`src/rtl/service_id_acl_match_assert.svh`:
```
// assertion macros for the service id acl matcher
// depends on a clock named clock and a synchronous active-high reset named reset
`ifndef SERVICE_ID_ACL_MATCH_ASSERT_SVH
`define SERVICE_ID_ACL_MATCH_ASSERT_SVH

// property holds at every clock edge outside reset
`define SIDAM_ASSERT_IMPL(lbl, prop, msg) \
   lbl: assert property (@(posedge clock) disable iff (reset) (prop)) else $error(msg);

// condition in one cycle implies a property in the next cycle
`define SIDAM_ASSERT_NEXT(lbl, cond, prop, msg) \
   lbl: assert property (@(posedge clock) disable iff (reset) (cond) |=> (prop)) else $error(msg);

`endif

```
`src/rtl/sidam_ram.sv`:
```
// generic single-port-write, single-port-read ram with registered read data
// no dependencies
`timescale 1ns / 1ps

module sidam_ram #(
   parameter int WIDTH = 8,
   parameter int DEPTH = 16
) (
   input  logic                                   clock,
   input  logic                                   we,
   input  logic [((DEPTH > 1) ? $clog2(DEPTH) : 1)-1:0] waddr,
   input  logic [WIDTH-1:0]                       wdata,
   input  logic [((DEPTH > 1) ? $clog2(DEPTH) : 1)-1:0] raddr,
   output logic [WIDTH-1:0]                       rdata
);

   logic [WIDTH-1:0] mem_ff [DEPTH];
   logic [WIDTH-1:0] rdata_ff;

   always_ff @(posedge clock) begin
      if (we) begin
         mem_ff[waddr] <= wdata;
      end
      rdata_ff <= mem_ff[raddr];
   end

   assign rdata = rdata_ff;

endmodule

```
`config.mk`:
```
export PLATFORM = sky130hd
export DESIGN_NAME = sidam_ram
export DESIGN_NICKNAME = d
export VERILOG_FILES = /design/src/rtl/service_id_acl_match_assert.svh /design/src/rtl/sidam_ram.sv
export SDC_FILE = /design/constraint.sdc
export NUM_CORES = 1
export LEC_CHECK = 0
export BUFFER_PORTS_ARGS = -buffer_cell sky130_fd_sc_hd__buf_2
export CORE_MARGIN = 2
export CORE_UTILIZATION = 55
export DETAILED_ROUTE_END_ITERATION = 16
export PLACE_DENSITY = 0.84
export SLEW_MARGIN = 15
export SYNTH_ARGS = -nofsm -noshare
export SYNTH_HDL_FRONTEND = slang
export SYNTH_SLANG_ARGS = --single-unit
```
`constraint.sdc`:
```
create_clock -name clock -period 3.35 [get_ports clock]
set_input_delay 0.5025 -clock clock [delete_from_list [all_inputs] [get_ports clock]]
set_output_delay 0.5025 -clock clock [all_outputs]
set_load 0.1 [all_outputs]
```
== Word level (Yosys, flattened, before mapping) ==
Memories as Yosys holds them, arrays and structs flattened. A register that Yosys moved wholly into a read port is not among the register bits.
Index checks and enable logic that the tools add are counted.

* Mux-type cells: 2

{| class="wikitable"
|+ Operators with widths
! cell !! number
|-
| 1-bit 2-to-1 mux || 2
|}

* Input port bits: 18
* Output and inout port bits: 8
* Memory bits (writable): 128
* Word-level logic and storage cells: 3
* Register bits after elaboration: 0
* Memories: 1

{| class="wikitable"
|+ Memories
! name !! words !! bits a word !! read ports !! clocked after Yosys merged registers in !! wr ports !! RTL line !! source
|-
| mem_ff || 16 || 8 || 1 || 1 || 1 || sidam_ram.sv:17 || <nowiki>logic [WIDTH-1:0] mem_ff [DEPTH];</nowiki>
|}

== Depth between registers and ports, before layout ==
* Word-level depth: 2
* Gate-level depth with buffers: 5
* Mapped depth without buffers: 3

== Least setup slack after synthesis ==
No wires, ideal clock.

* Kind: input-to-reg
* Start point: input waddr[2] (netlist name)
* End point: memory mem_ff[0][0], enable pin
* Data required time: 2967 ps
* Path buffers: 0
* Path slack: 1355 ps
* Stages on the path: 2
* Arrival time: 1612 ps
* Setup time: 383 ps
* Cell sequence: or3b_2 > nor3_1

{| class="wikitable"
|+ RTL lines
! item !! RTL line !! source
|-
| from (decl) || sidam_ram.sv:11 || <nowiki>input logic [((DEPTH > 1) ? $clog2(DEPTH) : 1)-1:0] waddr,</nowiki>
|-
| to (decl) || sidam_ram.sv:17 ||
|}

Straight into the memory's write port.

==> flow_summary.ini <==
[status]
status = finished, final reports clean

[timing]
worstMarginPinSlew_ps = 960
fin_crit_sh_pct = 55.5
max_freq_mhz = 538
rsz0062_at_grt = false
post-route-min-period_ps = 1860
worst_slack_ps = 1490
setup_tns_ps = 0
hold-worst-slack_ps = 362
relSlewSlack_pct = 35.8
finalHoldViolCount = 0
slew_violations = 0
setup_viol = 0
skew_ps = 7.46

[placed_design]
post-place-ws_ps = 1030
port_buffers = 25
postPlaceCellArea_mm2 = 0.00537
place_congestion = 0.760
hpwl_mm = 5.69

[setup_path]
ff2ff_setup_slack_ps = 1930
timing.rr.end = rdata[1]$_DFF_P_
crit_type = in -> reg
worst_ep_arrival_time_ps = 2270
critPathLaunch = raddr[0]
startpoint_type = input port
r2r_cells = 3
crit-reg2reg-launch = mem_ff[9][1]$_DFFE_PP_
crit_path_end_kind = register
required_ps = 3760
cp_max_fo = 18

[flow_run]
maxCapViolations = 0

[detailed_routing]
dr.pass1.iters = 5
drcViolationCount = 0
wl_per_cell_um = 26.4
wl_mm = 10.4
vias = 2499
first_iter_violations = 284
ant_nets = 0
viasPerCell = 6.36

[synthesis]
yosys.area.top_type_share_pct = 74.7
synth.area.top_cells = edfxtp_1 75%, mux4_2 7.9%, mux4_1 7.1%
synth.avg_cell_area_um2 = 22.5
mappedNetlistNets = 247
ys_ff_latch = 136
yosysSeqAreaShare_pct = 77.8
syn_inst = 229
syn_area_mm2 = 0.00515
yosys_warnings = 0
synth_cell_types = 19
synth_top_area_cell = edfxtp_1

[final_layout]
fin_util_pct = 65.5
seqCellArea_mm2 = 0.00400
drive_above_1_share_pct = 28.4
fin_nets = 287
syn2layout_area_growth_pct = 16.5
design_area_mm2 = 0.00599
multiInputGateArea_mm2 = 0.00106
antennaDiodeCount = 0
nFillCells = 570

[clock_network]
clkLatencyLatePin_ps = 520
cts_tree = built
htree_num_levels = 4
numCtsBuffers = 17
path_clk_slew_ps = 60
cts_buffer_depth = 2
cts.sinks = 136
post-cts-setup-buffers = 0
cts_resized = 0
root_buffer = clkbuf_8
ctsHoldBuffers = 0

[global_route]
grt.total_usage_pct = 23.0
grt_max_degree = 33
grt_overflow = 0
grt_pass1_vias = 2583
grt_antenna_before_repair = 0
grt_pass1_wl_mm = 15.7

[hold_path]
holdPathStages = 1
min_from = wdata[0]
holdPathEnd = mem_ff[0][0]$_DFFE_PP_
min_path_type = in -> reg

[die]
initial_utilization_pct = 56.2
ios = 26
coreArea_mm2 = 0.00915
num_rows = 35
die_y_um = 101
dieWidth_um = 101
dieArea_mm2 = 0.0101

[power_and_ir_drop]
cellLeakagePower_nw = 2.03
p_per_area_mw_per_mm2 = 689
ir_drop_uv = 440
-- per-layer routing --
layer / GRT usage, % / part of all wire (%) / vias up
li1: - / - / 1051
met1: 31.4 / 41 / 1320
met2: 36.1 / 51 / 110
met3: 6.38 / 6.8 / 18
met4: 8.43 / 1.9 / 0
met5: 0 / 0 / -
-- area by class of cell --
type | count | share of cell area, %
flip-flops and latches | 136 | 66.8
well taps | 111 | 2.32
clock buffers | 19 | 7.03
repair buffers | 31 | 2.84
multi-input cells | 83 | 17.6
clock inverters | 13 | 3.38
-- cells in the final DEF, fill, tap and decap left out --
| master | netlist | final |
|---|---|---|
| nor3_1 | 4 | 4 |
| buf_4 | 1 | 6 |
| buf_2 | 3 | 25 |
| dfxtp_1 | 8 | 8 |
| clkinv_4 | 0 | 2 |
| clkinv_2 | 0 | 4 |
| a22oi_1 | 16 | 16 |
| nand3b_1 | 2 | 2 |
| bufinv_16 | 0 | 5 |
| nand2_1 | 9 | 9 |
| and2b_1 | 1 | 1 |
| nor2b_1 | 1 | 1 |
| clkbuf_16 | 0 | 16 |
| mux4_2 | 18 | 18 |
| clkinvlp_4 | 0 | 2 |
| clkbuf_1 | 0 | 2 |
| nor2_1 | 13 | 13 |
| nand2b_1 | 2 | 2 |
| and2_1 | 1 | 1 |
| or3b_2 | 1 | 1 |
| clkbuf_8 | 0 | 1 |
| edfxtp_1 | 128 | 128 |
| mux4_1 | 14 | 14 |
| nand3_1 | 1 | 1 |
-- flip-flops by register name, indices dropped and copies added (netlist names) --
signal	flops
mem_ff	128
rdata	8
-- critical path, stage by stage --
cell and delay, ps:
buf_2 490, buf_4 330, mux4_1 640, a22oi_1 230, nand2_1 70
-- through the flow --
step / total power [mW] / cells
floorplan: 2.13 / 229
global placement: 2.19 / 361
detailed placement: 2.20 / 361
CTS: 4.14 / 393
global route: 4.22 / 393
finish: 4.13 / 393
-- synthesized netlist by cell type --
cell type        number
a22oi_1              16
and2_1                1
and2b_1               1
buf_2                 3
buf_4                 1
buf_6                 3
clkdlybuf4s25_2       3
dfxtp_1               8
edfxtp_1            128
mux4_1               14
mux4_2               18
nand2_1               9
nand2b_1              2
nand3_1               1
nand3b_1              2
nor2_1               13
nor2b_1               1
nor3_1                4
or3b_2                1
-- worst max-delay path by stage --
stage / endpoint / slack (ps) / cells past startpoint
global route: rdata[1]$_DFF_P_ / 1400 / 5
global placement: rdata[1]$_DFF_P_ / 1080 / 5
CTS: rdata[6] / 1480 / 1
floorplan: mem_ff[0][0]$_DFFE_PP_ / 1350 / 2
detailed placement: rdata[1]$_DFF_P_ / 1030 / 5
finish: rdata[1]$_DFF_P_ / 1490 / 5
-- cell families (layout without fill, tap and decap cells) --
kind of cell	Yosys count	in the layout	share of synthesized area, %
mux	32	32	15.0
simple gates	35	35	3.18
flops	136	136	77.8
compound gates	16	16	2.33
buf+inv	10	63	1.68
-- power by group --
group	total, mW	internal [mW]	switching (mW)	leakage, nW
Combinational	0.247	0.0700	0.177	0.501
Sequential	1.92	1.90	0.0148	1.22
Clock	1.97	1.28	0.688	0.302
No activity file was read; power rests on OpenSTA's default activity.
