===== src/rtl/service_id_acl_match_assert.svh =====
// assertion macros for the service id acl matcher
// depends on a clock named clock and a synchronous active-high reset named reset
`ifndef SERVICE_ID_ACL_MATCH_ASSERT_SVH
`define SERVICE_ID_ACL_MATCH_ASSERT_SVH

// property holds at every clock edge outside reset
`define SIDAM_ASSERT_IMPL(lbl, prop, msg) \
   lbl: assert property (@(posedge clock) disable iff (reset) (prop)) else $error(msg);

// condition in one cycle implies a property in the next cycle
`define SIDAM_ASSERT_NEXT(lbl, cond, prop, msg) \
   lbl: assert property (@(posedge clock) disable iff (reset) (cond) |=> (prop)) else $error(msg);

`endif


===== src/rtl/sidam_pkg.sv =====
// shared constants, types and codes for the service id acl matcher
// no dependencies
`timescale 1ns / 1ps

package sidam_pkg;

   localparam int TABLE_COUNT = 64;
   localparam int LIST_DEPTH  = 16;

   localparam int CAID_W = 16;
   localparam int PROV_W = 24;
   localparam int SRV_W  = 16;
   localparam int MASK_W = 64;
   localparam int FUNC_W = 3;
   localparam int KIND_W = 2;
   localparam int TBL_W  = 6;
   localparam int SLOT_W = 4;
   localparam int LEN_IN_W = 5;

   localparam int ADDR_W = (TABLE_COUNT > 1) ? $clog2(TABLE_COUNT) : 1;
   localparam int CNT_W  = $clog2(TABLE_COUNT + 1);
   localparam int LEN_W  = $clog2(LIST_DEPTH + 1);
   localparam int EXT_W  = 8;

   typedef logic [ADDR_W-1:0] addr_type;
   typedef logic [CNT_W-1:0]  cnt_type;
   typedef logic [LEN_W-1:0]  len_type;
   typedef logic [EXT_W-1:0]  ext_type;

   typedef enum logic [FUNC_W-1:0] {
      FUNC_WR_ENTRY = 3'd0,
      FUNC_WR_LEN   = 3'd1,
      FUNC_CHK_FULL = 3'd2,
      FUNC_CHK_CP   = 3'd3,
      FUNC_CHK_SRV  = 3'd4
   } func_type;

   localparam logic [KIND_W-1:0] KIND_CAID = 2'd0;
   localparam logic [KIND_W-1:0] KIND_PROV = 2'd1;
   localparam logic [KIND_W-1:0] KIND_SRV  = 2'd2;

   // one memory row holds a whole rule table
   typedef struct packed {
      logic [LIST_DEPTH-1:0][CAID_W-1:0] caid;
      logic [LIST_DEPTH-1:0][PROV_W-1:0] prov;
      logic [LIST_DEPTH-1:0][SRV_W-1:0]  srv;
      len_type                           len_srv;
      len_type                           len_prov;
      len_type                           len_caid;
   } row_type;

   localparam int ROW_W = $bits(row_type);

   typedef struct packed {
      logic act_full;
      logic act_cp;
      logic has_srv;
      logic hit_c;
      logic hit_p;
      logic hit_s;
   } match_type;

endpackage


===== src/rtl/sidam_match.sv =====
// compares one rule table row against the request ids
// depends on sidam_pkg
`timescale 1ns / 1ps

module sidam_match (
   input  sidam_pkg::row_type                 row,
   input  logic                               row_valid,
   input  logic [sidam_pkg::CAID_W-1:0]       caid,
   input  logic [sidam_pkg::PROV_W-1:0]       prov,
   input  logic [sidam_pkg::SRV_W-1:0]        srv,
   output sidam_pkg::match_type               match
);

   sidam_pkg::len_type lc;
   sidam_pkg::len_type lp;
   sidam_pkg::len_type ls;
   logic               any_c;
   logic               any_p;
   logic               any_s;

   // rows never written read as empty tables
   assign lc = row_valid ? row.len_caid : '0;
   assign lp = row_valid ? row.len_prov : '0;
   assign ls = row_valid ? row.len_srv  : '0;

   always_comb begin
      any_c = 1'b0;
      any_p = 1'b0;
      any_s = 1'b0;
      for (int s = 0; s < sidam_pkg::LIST_DEPTH; s++) begin
         if ((sidam_pkg::ext_type'(s) < sidam_pkg::ext_type'(lc)) && (row.caid[s] == caid)) begin
            any_c = 1'b1;
         end
         if ((sidam_pkg::ext_type'(s) < sidam_pkg::ext_type'(lp)) && (row.prov[s] == prov)) begin
            any_p = 1'b1;
         end
         if ((sidam_pkg::ext_type'(s) < sidam_pkg::ext_type'(ls)) && (row.srv[s] == srv)) begin
            any_s = 1'b1;
         end
      end
   end

   // empty list matches anything
   assign match.hit_c    = (lc == '0) || any_c;
   assign match.hit_p    = (lp == '0) || any_p;
   assign match.hit_s    = (ls == '0) || any_s;
   assign match.has_srv  = (ls != '0);
   assign match.act_cp   = (lc != '0) || (lp != '0);
   assign match.act_full = (lc != '0) || (lp != '0) || (ls != '0);

endmodule


===== config.mk =====
export PLATFORM = sky130hd
export DESIGN_NAME = sidam_match
export DESIGN_NICKNAME = d
export VERILOG_FILES = /design/src/rtl/service_id_acl_match_assert.svh /design/src/rtl/sidam_pkg.sv /design/src/rtl/sidam_match.sv
export SDC_FILE = /design/constraint.sdc
export NUM_CORES = 1
export LEC_CHECK = 0
export ABC_AREA = 1
export BUFFER_PORTS_ARGS = -buffer_cell sky130_fd_sc_hd__buf_4
export CAP_MARGIN = 25
export CORE_AREA = 3 3 374 376
export DETAILED_ROUTE_END_ITERATION = 8
export DIE_AREA = 0 0 377 379
export PLACE_DENSITY = 0.36
export SYNTH_ARGS = -nofsm -noshare
export SYNTH_HDL_FRONTEND = slang
export SYNTH_SLANG_ARGS = --single-unit

===== constraint.sdc =====
create_clock -name vclk -period 1.87
set_input_delay 0.2805 -clock vclk [all_inputs]
set_output_delay 0.2805 -clock vclk [all_outputs]
set_load 0.02 [all_outputs]

Word-level counts from Yosys, hierarchy flattened
Index checks and enable logic that the tools add are counted.
{"block": "classes", "magnitude_cmp": 48, "n_eq_ne": 48, "n_mux": 51, "n_reduce_logical": 59}
{"cell": "== test 16 bit", "n": 32}
{"cell": "== test 24 bit", "n": 16}
{"cell": "less-than comparator 4 x 5 -> 1 bit, first input constant", "n": 24}
{"cell": "less-than comparator 3 x 5 -> 1 bit, first input constant", "n": 12}
{"cell": "logical AND 1 bit", "n": 48}
{"cell": "2-to-1 mux 1 bit", "n": 48}
{"cell": "less-than comparator 1 x 5 -> 1 bit, first input constant", "n": 6}
{"cell": "less-than comparator 2 x 5 -> 1 bit, first input constant", "n": 6}
{"cell": "zero test 5 bit", "n": 3}
{"cell": "2-to-1 mux 5 bit", "n": 3}
{"cell": "nonzero test 5 bit", "n": 3}
{"cell": "logical OR 1 bit", "n": 5}
{"block": "totals", "reg_bits": 0, "input_bits": 968, "out_inout_bits": 6, "word_cells": 206}

Logic depth before layout (Yosys ltp)
Gate-level depths: netlist (run 1).
{"block": "depth", "word_depth": 20, "ltp_mapped": 14, "ltp_nobuf": 13}

Worst setup path before layout (run 1)
Ideal clock, no wire load.
{"block": "synth_timing", "kind": "input port to output port", "from": "in row_valid", "to": "out match[0] (netlist name)", "t_arrival_ps": 1405, "t_required_ps": 1590, "slack_ps": 185, "cell_stages": 13, "path_buffers": 2, "cell_sequence": "buf_6 buf_12 nand2_1 inv_1 nor2_1 inv_1 nor2_2 nand2_2 nand2_1 nor2_1 nand2_1 nor2_1 nand2_1"}
{"item": "start, declared", "line": "sidam_match.sv:7", "rtl": "input logic row_valid,"}
{"item": "end, declared", "line": "sidam_match.sv:11", "rtl": "output sidam_pkg::match_type match"}

==> reports/results.tsv, run 1 <==
stage	metric	value	unit
outcome	status	finished, violations left	
outcome	failing checks	negative setup slack	
drt	residual DRC count	0	
layout	filler cell count	15937	
layout	Final nets	4635	
pwr	P_leak	13.02	nW
drt	Via Count	19289	
sta	final setup fails	5	
die	initial core utilization	10.00	%
hold_path	worst hold path depth	5	
pwr	total power	0.006229	W
synth	most frequent cell after synthesis	nand2_1	
global_route	vias in the first global route	19452	
sta	Tightest Pin Transition	0.4104	ns
hold_path	Hold WC Path Type	in2out	
global_route	initial antenna violation count	43	
layout	num sequential	0	
layout	Storage cell area	0	µm²
place	GP Congestion	0.8829	
sta	Max-slew headroom	72.35	%
synth	synth warn	0	
hold_path	Hold Path End	match[5]	
global_route	first-pass GRT wire length	152300	µm
sta	worst setup margin	-0.2839	ns
drt	drt first pass iters	5	
global_route	largest net degree at the start of global routing	16	
synth	Commonest cells post-synth	nand2_1 (777), xnor2_1 (424), nor2_1 (387)	
drt	final antenna-violating net count	0	
global_route	gr ovfl total	0	
drt	Routed wire per std cell	21.18	µm
synth	post-synth top area share	27.07	%
setup_path	Crit path arrival time	1.87	ns
layout	Clock Buffer Count	0	
synth	syn avg cell area	5.591	µm²
die	Core Area	137200	µm²
synth	Mapped Area	13720	µm²
drt	initial detailed-routing violation count	831	
setup_path	Crit Path Category	in2out	
setup_path	Worst Setup Start Kind	input port	
synth	syn nets	3422	
pwr	pwr/cell area	233.5	nW/µm²
place	I/O Buffers	974	
drt	Post-Route WL	115800	µm
job	Max Cap Viol	0	
sta	Slew Viols, Final	0	
layout	area occupied by multi-input gates	12560	µm²
setup_path	Critical Path RT	1.59	ns
drt	vias per cell	3.529	
sta	final worst-path cycle share	115.2	%
hold_path	beginning of the worst hold path	row[10]	
setup_path	CP Capture Type	output port	
pwr	maximum vdd ir drop	95.27	µV
sta	final hold violations	0	
place	Final HPWL DP	106100	µm
layout	share of layout cells above drive strength 1	41.53	%
synth	post-synthesis cell type count	27	
die	Ports	974	
die	Die X	377	µm
layout	Synth-to-Final Area Change	94.47	%
setup_path	top fanout value on the critical path	5	
sta	final worst path period need	2.154	ns
global_route	GRT Total Usage	15.17	%
sta	fmax	0.4643	GHz
synth	Syn Inst Count	2454	
sta	RSZ-0062 raised after global routing	true	
die	Row Count	136	
layout	fin util	19.45	%
die	die area	142900	µm²
synth	Area contributors post-synth	xnor2_1 (27%), nand2_1 (21%), xor2_1 (17%), nor2_1 (11%), inv_1 (6.2%)	
synth	cell taking the most area after synthesis	xnor2_1	
synth	sequential fraction of the synthesis area	0	%
die	die height	379	µm
## metal layers
metal	track usage (%)	vias to the layer above	routed length (µm)
met4	1.320	32	1349
met1	18.12	8741	46820
met2	28.22	678	58940
li1	-	9752	-
met5	0	-	221
met3	3.659	86	8467
## repair_timing
item / 4_1_cts / 5_1_grt
setup endpoints to repair: 6 / 6
buffers inserted: 13 / 5
resized for setup: 270 / 38
gates cloned: 2 / 0
pin swaps: 97 / 33
hold buffers: 0 / 0
## layout by cell type, fill, tap and decap left out, types with 6 or more instances in the layout
cell type	count
or2_2	16
buf_4	1213
buf_6	45
nand2_4	11
inv_2	11
nor2_1	330
nor3_2	9
nor2_4	21
nor2_2	41
diode_2	7
buf_8	11
xor2_1	257
nor3_1	13
nand2_2	27
xnor2_1	404
xnor2_2	19
o21ai_0	38
nand3_2	9
a21oi_1	8
buf_12	52
clkinvlp_4	8
xor2_2	6
nand3_1	70
nand2_1	746
inv_1	212
nand4_1	57
## cell families after synthesis
logic type / synth area share [%]
buffers and inverters: 13.74
AOI/OAI and AO/OA: 2.234
and+or+nand+nor: 40.16
xor gates and xnor gates: 43.86
## power breakdown
part	leakage, nW	switching [W]	total, W	internal [W]
registers	0	0	0	0
logic	13.0	0.00289	0.00623	0.00334
clock network	0.0000471	0	0.000000000536	0.000000000536
total	13.0	0.00289	0.00623	0.00334
## worst max-delay path: stages
cell	delay, ns
buf_8	0.10
buf_12	0.14
xnor2_1	0.17
nand2_1	0.09
nor2_2	0.13
buf_4	0.17
nand2_2	0.14
nor2_1	0.15
nand2_1	0.06
nand2_1	0.05
nor2_1	0.04
nand2_1	0.07
nor2_2	0.05
nand2_2	0.10
buf_6	0.12
## worst max-delay path by stage
stage,slack (ns),startpoint,cells after the start,endpoint
floorplan,0.18,row_valid,13,match[0]
global placement,-1.05,row_valid,14,match[1]
detailed placement,-0.98,row_valid,14,match[1]
CTS,-0.30,prov[11],16,match[1]
global route,-0.41,prov[11],17,match[1]
finish,-0.28,prov[11],15,match[1]
## area by class of cell
class,count,share of cell area (%)
multi-input combinational,2105,47.09
timing repair buffer,1325,40.96
tap,1794,8.413
inverter,235,3.466
antenna,7,0.06565
## per-stage QoR
stage / TNS [ns] / hold slack, ns / instance area (µm²) / instances / setup WS, ns
after detailed placement: -2.733 / 1.180 / 25260 / 5444 / -0.9789
after CTS: -0.9612 / 1.124 / 26480 / 5455 / -0.3007
after global placement: -2.758 / 1.184 / 25260 / 5444 / -1.054
final: -0.7419 / 1.114 / 26680 / 5466 / -0.2839
after floorplan: 0 / 0.7927 / 13720 / 2454 / 0.1850
after global routing: -1.256 / 1.146 / 26670 / 5461 / -0.4123
Note: power is estimated with default switching activity, not from simulation.
==> inputs of run 2 (changes only) <==
--- a/config.mk
+++ b/config.mk
@@ -8,10 +8,12 @@
 export ABC_AREA = 1
 export BUFFER_PORTS_ARGS = -buffer_cell sky130_fd_sc_hd__buf_4
 export CAP_MARGIN = 25
-export CORE_AREA = 3 3 374 376
+export CELL_PAD_IN_SITES_DETAIL_PLACEMENT = 0
+export CELL_PAD_IN_SITES_GLOBAL_PLACEMENT = 1
+export CORE_AREA = 3 3 377 379
 export DETAILED_ROUTE_END_ITERATION = 8
-export DIE_AREA = 0 0 377 379
-export PLACE_DENSITY = 0.36
+export DIE_AREA = 0 0 380 382
+export PLACE_DENSITY_LB_ADDON = 0.05
 export SYNTH_ARGS = -nofsm -noshare
 export SYNTH_HDL_FRONTEND = slang
 export SYNTH_SLANG_ARGS = --single-unit
==> run 2 against run 1 <==
The run still ends with negative setup slack left. Setup slack about the same. Clock-buffer cell count did not move. Power grew 3.9%. Fmax about the same. Sequential share of layout area is the same. First-iteration DRC count decreased by 11%. Via count down 1.8%. Hold slack gained 0.066 ns. Combinational power increased by 3.9%. Non-clock buffer count up 14. Die area grew 1.6%. Critical endpoint unchanged.
==> reports/results.tsv, run 2 (synthesis gave the netlist of run 1 again) <==
stage	metric	value	unit	change
sta	Slew Viols, Final	0		unchanged
die	die height	382	µm	+0.79%
pwr	Gate power share	100.0	%	about the same
global_route	initial antenna violation count	43		unchanged
die	Row Count	137		+0.74%
sta	fmax	0.4643	GHz	about the same
layout	share of layout cells above drive strength 1	44.82	%	+3.3 points
sta	worst setup margin	-0.2839	ns	-0.00001000 ns
sta	final worst-path cycle share	115.2	%	about the same
place	I/O Buffers	974		unchanged
layout	commonest non-fill, non-tap cell in the layout	buf_4		
global_route	gr ovfl total	0		unchanged
sta	RSZ-0062 raised after global routing	true		
die	Die X	380	µm	+0.80%
global_route	vias in the first global route	20272		+4.2%
drt	final antenna-violating net count	0		unchanged
sta	final hold violations	0		unchanged
die	Ports	974		unchanged
sta	Hold Slack	1.180	ns	+0.06615 ns
sta	Setup TNS	-0.6276	ns	+0.1143 ns
global_route	GRT busiest layer	met2		
pwr	Internal	0.003462	W	+3.7%
place	Area after DPL	25360	µm²	+0.40%
layout	Clock Buffer Count	0		unchanged
setup_path	Crit path arrival time	1.87	ns	about the same
global_route	met2 Resource Use GR	32.47	%	+4.2 points
setup_path	critical path's most frequent cell	nand2_1		
pwr	sequential share of power	0	%	unchanged
pwr	Sw Share	46.52	%	+0.10 points
die	initial core utilization	9.857	%	-0.15 points
pwr	P_leak	13.32	nW	+2.4%
global_route	GRT met1 Usage	20.23	%	+2.1 points
drt	initial detailed-routing violation count	743		-11%
sta	final worst path period need	2.154	ns	+0.00001000 ns
drt	Via Count	18935		-1.8%
layout	Storage cell area	0	µm²	unchanged
layout	Final nets	4649		+0.30%
die	die area	145200	µm²	+1.6%
setup_path	top fanout value on the critical path	10		+5
setup_path	slowest stage delay, CP	0.15	ns	-0.02 ns
pwr	pwr/cell area	233.6	nW/µm²	about the same
setup_path	delay-heaviest family, CP	simple AND/OR/NAND/NOR gates		
setup_path	Worst Setup Start Kind	input port		
drt	Routed wire per std cell	23.46	µm	+11%
outcome	status	finished, violations left		
setup_path	Crit Path Category	in2out		
setup_path	critical-path cell list	buf_12 -> clkinvlp_4 -> buf_4 -> nand2_1 -> nand2_1 -> nor2_4 -> nand2_1 -> nor2_2 -> buf_4 -> nand2_1 -> nor2_1 -> nor2_1 -> nand3_2 -> nor2_2 -> nand2_2 -> buf_6		
setup_path	CP max stage cell	nor2_2		
setup_path	CP Capture Type	output port		
pwr	power share of the clock group	0	%	unchanged
layout	commonest cells after routing, fill and taps aside	buf_4 (1192), nand2_1 (711), xnor2_1 (383)		
setup_path	Critical Path RT	1.59	ns	about the same
layout	fin util	19.91	%	+0.46 points
drt	drt first pass iters	5		unchanged
sta	final setup fails	3		-2
setup_path	critical path buffer and inverter count	5		+1
global_route	largest net degree at the start of global routing	15		-1
global_route	first-pass GRT wire length	172300	µm	+13%
job	Max Cap Viol	0		unchanged
drt	residual DRC count	0		unchanged
layout	Synth-to-Final Area Change	102.0	%	
place	Final HPWL DP	120300	µm	+13%
layout	num sequential	0		unchanged
pwr	maximum vdd ir drop	83.54	µV	-12%
outcome	failing checks	negative setup slack		
cts	cts hold-fix bufs	0		unchanged
pwr	Psw	0.003012	W	+4.2%
global_route	GRT Total Usage	17.14	%	+2.0 points
global_route	grt met3 use	4.416	%	+0.76 points
layout	final instance area	27710	µm²	+3.9%
die	Core Area	139200	µm²	+1.5%
sta	Max-slew headroom	61.41	%	-11 points
place	GP Congestion	0.8516		-3.5%
drt	Post-Route WL	130500	µm	+13%
hold_path	Hold WC Path Type	in2out		
sta	Tightest Pin Transition	0.5747	ns	+0.1643 ns
drt	vias per cell	3.404		-3.5%
-- run 2: cell types whose count changed in the layout (fill, tap and decap cells not counted), moves of 12 or more --
cell,before,now
xnor2_1,404,383
nor2_4,21,37
xnor2_2,19,37
buf_6,45,61
buf_4,1213,1192
buf_8,11,23
nor2_2,41,59
nor2_1,330,296
nand2_1,746,711
nand2_2,27,61
-- run 2: timing repair --
item	in CTS	in global routing
pin swaps	121	98
setup endpoints to repair	5	5
buffers inserted	18	25
resized for setup	377	145
cloned	0	1
-- run 2: power by group through the flow --
| stage | Combinational [W] | Sequential [W] | Clock, W |
|---|---|---|---|
| after floorplan | 0.00258 | 0 | 0 |
| after global placement | 0.00605 | 0 | 0 |
| after detailed placement | 0.00602 | 0 | 0 |
| after CTS | 0.00646 | 0 | 0 |
| after global routing | 0.00710 | 0 | 0.000000000288 |
| final | 0.00647 | 0 | 0.000000000503 |
-- run 2: path summary, 6_finish.rpt --
| kind | slack [ns] | to | startpoint | depth (start not counted) |
|---|---|---|---|---|
| max | -0.28 | match[1] | prov[18] | 16 |
| min | 1.18 | match[5] | row[10] | 5 |
-- run 2: stage by stage --
stage          total power [W]  std cells  setup slack (ns)
2_1_floorplan         0.002582       2454            0.1850
3_3_place_gp          0.006052       5524           -0.8997
3_5_place_dp          0.006023       5524           -0.8230
4_1_cts               0.006459       5531           -0.3146
5_1_grt               0.007098       5559           -0.3968
6_report              0.006474       5562           -0.2839
-- run 2: per-layer routing --
layer	up-vias	wire length [µm]
li1	9784	-
met1	8489	53470
met2	558	68030
met3	62	8248
met4	42	461
met5	-	283
-- run 2: final cells by class --
class                           instances  area [µm²]
Fill cell                           16273      111500
Timing Repair Buffer                 1339       11260
Tap cell                             1876        2347
Antenna cell                            7       17.52
Multi-Input combinational cell       2105       13150
Inverter                              235       934.6
